### config.mk
export PLATFORM = sky130hd
export DESIGN_NAME = note_arpeggiator_sequencer_top
export DESIGN_NICKNAME = d
export VERILOG_FILES = /design/src/design/nas_pkg.sv /design/src/design/note_arpeggiator_sequencer_top.sv
export SDC_FILE = /design/constraint.sdc
export NUM_CORES = 1
export LEC_CHECK = 0
export ABC_AREA = 0
export BUFFER_PORTS_ARGS = -buffer_cell sky130_fd_sc_hd__clkbuf_2
export CORE_UTILIZATION = 40
export CTS_BUF_LIST = sky130_fd_sc_hd__clkbuf_4
export DETAILED_ROUTE_END_ITERATION = 16
export RECOVER_POWER = 100
export SYNTH_ARGS = -nofsm -noshare
export SYNTH_HDL_FRONTEND = slang
export SYNTH_SLANG_ARGS = --single-unit
### constraint.sdc
create_clock -name clk -period 6.01 [get_ports clk]
set_input_delay 1.803 -clock clk [delete_from_list [all_inputs] [get_ports clk]]
set_output_delay 1.803 -clock clk [all_outputs]
set_load 0.01 [all_outputs]
### src/design/nas_pkg.sv
// ----------------------------------------------------------------------------
// nas_pkg
// Shared constants for the note arpeggiator sequencer: field widths, item
// mode codes, register indexes and register reset values.
// ----------------------------------------------------------------------------
package nas_pkg;

  // Default table size
  localparam int NAS_MAX_NOTES = 16;

  // Field widths
  localparam int MODE_W      = 3;
  localparam int NOTE_IDX_W  = 4;
  localparam int NOTE_W      = 8;
  localparam int INTERVAL_W  = 16;
  localparam int COUNT_W     = 5;
  localparam int CFG_IDX_W   = 2;
  localparam int CFG_DATA_W  = 16;
  localparam int S_TDATA_W   = 16;
  localparam int M_TDATA_W   = 16;

  // Item modes
  localparam logic [MODE_W-1:0] MODE_TICK    = 3'd0;
  localparam logic [MODE_W-1:0] MODE_START   = 3'd1;
  localparam logic [MODE_W-1:0] MODE_STOP    = 3'd2;
  localparam logic [MODE_W-1:0] MODE_FORWARD = 3'd3;
  localparam logic [MODE_W-1:0] MODE_REVERSE = 3'd4;
  localparam logic [MODE_W-1:0] MODE_JUMP    = 3'd5;
  localparam logic [MODE_W-1:0] MODE_ADVANCE = 3'd6;
  localparam logic [MODE_W-1:0] MODE_LOAD    = 3'd7;

  // Register indexes
  localparam logic [CFG_IDX_W-1:0] REG_INTERVAL   = 2'd0;
  localparam logic [CFG_IDX_W-1:0] REG_NOTE_COUNT = 2'd1;
  localparam logic [CFG_IDX_W-1:0] REG_STOP_AT_END = 2'd2;

  // Register reset values
  localparam logic [INTERVAL_W-1:0] INTERVAL_RST   = 16'd500;
  localparam logic [COUNT_W-1:0]    NOTE_COUNT_RST = 5'd1;

endpackage

### src/design/note_arpeggiator_sequencer_top.sv
// ----------------------------------------------------------------------------
// note_arpeggiator_sequencer_top
// Step sequencer that plays a loaded note table at a beat interval counted
// in millisecond tick items, with start/stop, direction, jump, manual
// advance and table load commands.
// ----------------------------------------------------------------------------
//  channel  dir  handshake          payload
//  s_*      in   s_tvalid/s_tready  tuser: mode; tdata: note_index, note_value
//  m_*      out  m_tvalid/m_tready  tuser: note_valid; tdata: note, running
//  cfg_*    in   cfg_we             cfg_index, cfg_data (no read-back)
//
//  One item per cycle while m_tready is high; an item passes the input stage
//  and then the result register. The state update, table read and wrap step all sit between
//  those two registers.
//  Reset (rst, synchronous) clears the note table, position, direction,
//  beat counter and run flag, and loads register defaults.
//  While m_tready is low the result holds and one more item waits in the
//  input stage; s_tready drops only when both are full.
// ----------------------------------------------------------------------------
module note_arpeggiator_sequencer_top
  import nas_pkg::*;
#(
  parameter int MAX_NOTES = NAS_MAX_NOTES
) (
  input  logic                  clk,
  input  logic                  rst,
  input  logic                  s_tvalid,
  output logic                  s_tready,
  input  logic [S_TDATA_W-1:0]  s_tdata,   // [3:0] note_index, [11:4] note_value, rest zero
  input  logic [MODE_W-1:0]     s_tuser,   // [2:0] mode
  output logic                  m_tvalid,
  input  logic                  m_tready,
  output logic [M_TDATA_W-1:0]  m_tdata,   // [7:0] note, [8] running, rest zero
  output logic                  m_tuser,   // [0] note_valid
  input  logic                  cfg_we,
  input  logic [CFG_IDX_W-1:0]  cfg_index,
  input  logic [CFG_DATA_W-1:0] cfg_data
);

  // Entries that a load can reach, and the largest usable count
  localparam int IDX_SPAN  = 2 ** NOTE_IDX_W;
  localparam int TBL_DEPTH = (MAX_NOTES < IDX_SPAN) ? MAX_NOTES : IDX_SPAN;
  localparam int CNT_MAX   = (2 ** COUNT_W) - 1;
  localparam int USED_MAX  = (MAX_NOTES < CNT_MAX) ? MAX_NOTES : CNT_MAX;
  localparam int POS_W     = $clog2(USED_MAX);
  localparam int TIDX_W    = $clog2(TBL_DEPTH);
  localparam logic [COUNT_W-1:0] USED_MAX_V = COUNT_W'(USED_MAX);

  // Configuration registers
  logic [INTERVAL_W-1:0] interval_ms;
  logic [COUNT_W-1:0]    note_count;
  logic                  stop_at_end;

  // Sequencer state
  logic [NOTE_W-1:0]     note_table [TBL_DEPTH];
  logic [POS_W-1:0]      position;
  logic                  going_back;
  logic                  active_flag;
  logic [INTERVAL_W-1:0] wait_count;

  // Input stage
  logic                  s1_valid;
  logic [MODE_W-1:0]     s1_mode;
  logic [NOTE_IDX_W-1:0] s1_idx;
  logic [NOTE_W-1:0]     s1_val;
  logic                  s1_fire;

  // Result register
  logic                  res_valid;
  logic [NOTE_W-1:0]     res_note;
  logic                  res_running;

  // Next-state values
  logic [POS_W-1:0]      position_next;
  logic                  going_back_next;
  logic                  active_next;
  logic [INTERVAL_W-1:0] wait_count_next;
  logic                  do_emit;
  logic [POS_W-1:0]      emit_pos;
  logic [POS_W-1:0]      emit_step;
  logic [NOTE_W-1:0]     emit_note;
  logic [NOTE_W-1:0]     note_out;
  logic                  do_load;

  // Clamped count and derived values
  logic [COUNT_W-1:0]    used5;
  logic [POS_W-1:0]      last_pos;
  logic [COUNT_W-1:0]    idx5;
  logic [POS_W-1:0]      idx_pos;
  logic                  idx_in_range;

  // One wrap step inside the used part of the table
  function automatic logic [POS_W-1:0] step_pos(input logic [POS_W-1:0] p,
                                                input logic [POS_W-1:0] last,
                                                input logic             back);
    logic [POS_W-1:0] r;
    if (back) begin
      r = (p == '0) ? last : p - POS_W'(1);
    end else begin
      r = (p == last) ? '0 : p + POS_W'(1);
    end
    return r;
  endfunction

  // Clamp the note count to 1..USED_MAX
  always_comb begin
    if (note_count == '0) begin
      used5 = COUNT_W'(1);
    end else if (note_count > USED_MAX_V) begin
      used5 = USED_MAX_V;
    end else begin
      used5 = note_count;
    end
  end

  assign last_pos     = POS_W'(used5 - COUNT_W'(1));
  assign idx5         = {1'b0, s1_idx};
  assign idx_pos      = idx5[POS_W-1:0];
  assign idx_in_range = idx5 < used5;

  // Handshake
  assign s1_fire  = s1_valid && (!res_valid || m_tready);
  assign s_tready = !s1_valid || s1_fire;

  // Decode the item and work out the next state
  always_comb begin
    position_next   = position;
    going_back_next = going_back;
    active_next     = active_flag;
    wait_count_next = wait_count;
    do_emit         = 1'b0;
    do_load         = 1'b0;
    emit_pos        = position;
    unique case (s1_mode)
      MODE_TICK: begin
        if (active_flag) begin
          if (wait_count == '0) begin
            wait_count_next = (interval_ms == '0) ? '0 : interval_ms - INTERVAL_W'(1);
            do_emit         = 1'b1;
          end else begin
            wait_count_next = wait_count - INTERVAL_W'(1);
          end
        end
      end
      MODE_START: begin
        active_next     = 1'b1;
        wait_count_next = '0;
      end
      MODE_STOP: begin
        active_next = 1'b0;
      end
      MODE_FORWARD: begin
        if (going_back) begin
          going_back_next = 1'b0;
          position_next   = step_pos(step_pos(position, last_pos, 1'b0), last_pos, 1'b0);
        end
      end
      MODE_REVERSE: begin
        if (!going_back) begin
          going_back_next = 1'b1;
          position_next   = step_pos(step_pos(position, last_pos, 1'b1), last_pos, 1'b1);
        end
      end
      MODE_JUMP: begin
        if (idx_in_range) begin
          emit_pos = idx_pos;
          do_emit  = 1'b1;
        end
      end
      MODE_ADVANCE: begin
        do_emit = 1'b1;
      end
      MODE_LOAD: begin
        do_load = 1'b1;
      end
    endcase

    // Emit: read the note, step the position, stop on wrap if asked
    emit_step = step_pos(emit_pos, last_pos, going_back);
    if (do_emit) begin
      position_next = emit_step;
      if (stop_at_end && emit_step == '0) begin
        active_next = 1'b0;
      end
    end
  end

  // Table read; entries beyond the loadable range stay zero
  always_comb begin
    if (32'(emit_pos) < TBL_DEPTH) begin
      emit_note = note_table[emit_pos[TIDX_W-1:0]];
    end else begin
      emit_note = '0;
    end
  end

  assign note_out = do_emit ? emit_note : '0;

  // Input stage
  always_ff @(posedge clk) begin
    if (rst) begin
      s1_valid <= 1'b0;
    end else if (s_tready) begin
      s1_valid <= s_tvalid;
    end
    if (s_tvalid && s_tready) begin
      s1_mode <= s_tuser;
      s1_idx  <= s_tdata[NOTE_IDX_W-1:0];
      s1_val  <= s_tdata[NOTE_IDX_W +: NOTE_W];
    end
  end

  // Sequencer state and configuration registers
  always_ff @(posedge clk) begin
    if (rst) begin
      position    <= '0;
      going_back  <= 1'b0;
      active_flag <= 1'b0;
      wait_count  <= '0;
      interval_ms <= INTERVAL_RST;
      note_count  <= NOTE_COUNT_RST;
      stop_at_end <= 1'b0;
      for (int i = 0; i < TBL_DEPTH; i++) begin
        note_table[i] <= '0;
      end
    end else begin
      // A note count write restarts the position
      if (cfg_we && cfg_index == REG_NOTE_COUNT) begin
        position <= '0;
      end else if (s1_fire) begin
        position <= position_next;
      end
      if (s1_fire) begin
        going_back  <= going_back_next;
        active_flag <= active_next;
        wait_count  <= wait_count_next;
        if (do_load && 32'(s1_idx) < TBL_DEPTH) begin
          note_table[s1_idx[TIDX_W-1:0]] <= s1_val;
        end
      end
      if (cfg_we) begin
        unique case (cfg_index)
          REG_INTERVAL: begin
            interval_ms <= cfg_data;
          end
          REG_NOTE_COUNT: begin
            note_count <= cfg_data[COUNT_W-1:0];
          end
          REG_STOP_AT_END: begin
            stop_at_end <= cfg_data[0];
          end
          default: begin
          end
        endcase
      end
    end
  end

  // Result register: load on advance, drop once taken
  always_ff @(posedge clk) begin
    if (rst) begin
      res_valid <= 1'b0;
    end else if (s1_fire) begin
      res_valid <= 1'b1;
    end else if (m_tready) begin
      res_valid <= 1'b0;
    end
    if (s1_fire) begin
      res_note    <= note_out;
      res_running <= active_next;
      m_tuser     <= do_emit;
    end
  end

  assign m_tvalid = res_valid;
  assign m_tdata  = {{(M_TDATA_W - NOTE_W - 1){1'b0}}, res_running, res_note};

endmodule

==> run_results.csv <==
group,metric,value,unit
outcome,status,"finished with violations",
outcome,violations,"max-capacitance violations, max-slew violations",
floorplanning,die_height,164,um
cells_and_area,drive_above_1_share,12.6,%
cells_and_area,multi_input_area,4680,um^2
sta,worstMarginPinSlew,2650,ps
logic_synthesis,synth_common_cells,"edfxtp_1 (153), and2_1 (131), nand2_1 (86)",
placed_design,portBuffers,49,
sta,min_period,4940,ps
logic_synthesis,yosysTopAreaCell,"edfxtp_1",
routing,first_pass_iters,5,
global_routing,grt_start_max_net_pins,60,
setup_path,crit_path_end_kind,"flop",
sta,finalHoldViolCount,0,
job,drv_cap,1,
sta,slew_violations,60,
floorplanning,rows,59,
placed_design,dpl_worst_slack,1420,ps
cts,cts_root_buffer,"clkbuf_4",
cts,cts_resized,0,
power,power_leakage,4.17,nW
setup_path,crit_slowest_cell,"or2_0",
cells_and_area,finalNetCount,1022,
setup_path,r2r-start,"note_count[4]$_SDFFE_PP0P_",
floorplanning,ioPinCount,61,
setup_path,crit_arrival,5410,ps
setup_path,timing.rr.end,"active_flag$_SDFFE_PP0P_",
global_routing,track_usage,19.2,%
cts,cts_max_level,4,
hold_path,hold_class,"flop to flop",
sta,setup_ws,1070,ps
sta,final.setup.tns,0,ps
cells_and_area,regArea,5520,um^2
logic_synthesis,synth.most_common_cell,"edfxtp_1",
floorplanning,initial_core_util,40.6,%
placed_design,hpwl,16800,um
setup_path,reg2reg_depth,16,
hold_path,whs_endpoint,"interval_ms[14]$_SDFFE_PP0P_",
logic_synthesis,synth_edf_count,153,
sta,clock_skew,40.8,ps
logic_synthesis,yosysUniqueCellTypes,77,
cts,cts_tree,"yes",
cts,clk_latency,600,ps
cts,clock_path_buffers,2,
power,powerDensity,236,nW/um^2
setup_path,cp.required,6480,ps
power,ir_drop,0.159,mV
cts,cts_setup_buffers,0,
logic_synthesis,yosys_register_bits,199,
setup_path,setup.worst_path.start_class,"flop",
logic_synthesis,yosys_warnings,0,
logic_synthesis,yosysTopAreaCellShare,43.6,%
setup_path,reg2reg_setup_slack,1070,ps
cells_and_area,nFillCells,2486,
sta,slew_headroom,-77.0,%
logic_synthesis,synthFlopType,"edfxtp_1",
hold_path,whs_path_depth,2,
cells_and_area,area_growth,7.49,%
sta,period_share,82.1,%
setup_path,crit_type,"flop to flop",
setup_path,cp-startpoint,"note_count[4]$_SDFFE_PP0P_",
routing,wirelength,24800,um
floorplanning,die_w,164,um
logic_synthesis,postSynthCellCount,940,
cts,clk_pin_slew,160,ps
cts,cts_inserted_buffers,17,
placed_design,place_congestion,0.865,
cts,ctsHoldBuffers,0,
sta,rsz0062_at_grt,"false",
cells_and_area,finalInstanceArea,11300,um^2
routing,drcViolationCount,0,
logic_synthesis,netlist_area,10500,um^2
setup_path,critPathMaxFanout,33,
routing,viasPerCell,5.45,
sta,setup_viol,0,
routing,final_antenna_net_count,0,
routing,wl_per_cell,18.8,um
logic_synthesis,synth.area.top_cells,"edfxtp_1 (44%), dfxtp_1 (8.7%), and2_1 (7.8%)",
logic_synthesis,async_reset_ff_share,0,%
logic_synthesis,synth.yosys.seq_area_share,52.3,%
setup_path,crit_chain,"nor2b_1, inv_1, ha_1, nand3_1, a2111oi_4, or2_0, a21oi_4, buf_12, inv_2, ha_1, o21ai_0, mux2i_1, a211o_1, a21boi_0, nor2_1, a211oi_2",
logic_synthesis,avgSynthCellArea,11.2,um^2
hold_path,hold_start,"interval_ms[14]$_SDFFE_PP0P_",
setup_path,path_common_cell,"ha_1",
global_routing,grt_pass1_vias,7059,
cells_and_area,final_util,43.6,%
global_routing,antenna_found_initial,2,
sta,max_clock_freq,0.203,GHz
routing,first_iter_violations,549,
placed_design,placed_cell_area,11000,um^2
global_routing,overflow,0,
cts,clock_sinks,199,
floorplanning,dieArea,27000,um^2
setup_path,worst_path_largest_cell_delay,900,ps
floorplanning,design.core.area,26000,um^2
global_routing,grt_pass1_wl,39000,um
routing,vias,7187,
## registers in the layout, summed over array words and instances (netlist names), 3 cells and up
register	count
res_note	8
note_count	5
interval_ms	16
note_table	128
s1_mode	3
s1_val	8
position	4
wait_count	16
idx_pos	4
## metal layers
metal  part of all wire (%)  GRT usage [%]  vias up
met5                      0              0        -
met4                    1.1           4.59        0
met3                    5.3           4.14       18
met2                     48           31.5      208
met1                     45           25.8     3479
li1                       -              -     3482
## cells by family (layout without fill, tap and decap cells)
logic type / count (synthesis) / after routing / synth area share (%)
compound gates: 158 / 158 / 10.5
xor+xnor: 33 / 33 / 3.13
fa+ha+maj: 13 / 13 / 1.54
buf+inv: 79 / 113 / 3.55
flops: 199 / 199 / 52.3
mux: 43 / 43 / 7.92
other cells: 1 / 10 / 0.0356
simple gates: 414 / 414 / 21.0
## worst max path at each step
stage	endpoint	slack, ps	cells past startpoint
finish	active_flag$_SDFFE_PP0P_	1070	16
CTS	active_flag$_SDFFE_PP0P_	1400	16
detailed placement	active_flag$_SDFFE_PP0P_	1420	16
floorplan	s_tready	2110	2
global placement	active_flag$_SDFFE_PP0P_	1530	16
global route	active_flag$_SDFFE_PP0P_	590	16
## layout make-up
cell class,instances,share of cell area (%)
antenna,3,0.0663
clock buffer,17,1.13
clock inverter,15,1.76
inverter,24,0.817
multi-input combinational,668,41.3
sequential,199,48.7
tap,335,3.70
timing repair buffer,57,2.58
## critical path: cells and delay by family, from the launching register on
family / cells / cell delay, ps
compound gates: 6 / 1550
fa+ha+maj: 2 / 510
buf+inv: 3 / 450
flops: 1 / 510
mux: 1 / 150
simple gates: 4 / 1670
## power breakdown
group          internal [mW]  switching (mW)  leakage, nW
registers               1.53          0.0458         1.95
clock network          0.240           0.536        0.174
logic                  0.132           0.197         2.04
total                   1.90           0.779         4.17
## stage by stage
stage	total power, mW	instances	hold slack, ps
after floorplan	1.84	946	456
after global placement	1.93	1283	479
after detailed placement	1.93	1283	482
after CTS	2.70	1315	504
after global routing	2.79	1315	535
final	2.68	1318	499
## layout by cell type (no fill, tap or decap), drive strengths merged, types with 25 or more instances in the layout
cell,instances
a21oi,28
a22oi,31
and2,131
clkbuf,68
dfxtp,46
edfxtp,153
inv,30
mux4,32
nand2,86
nand3,25
nor2,73
o21ai,37
Power figures use the tool's default switching activity.
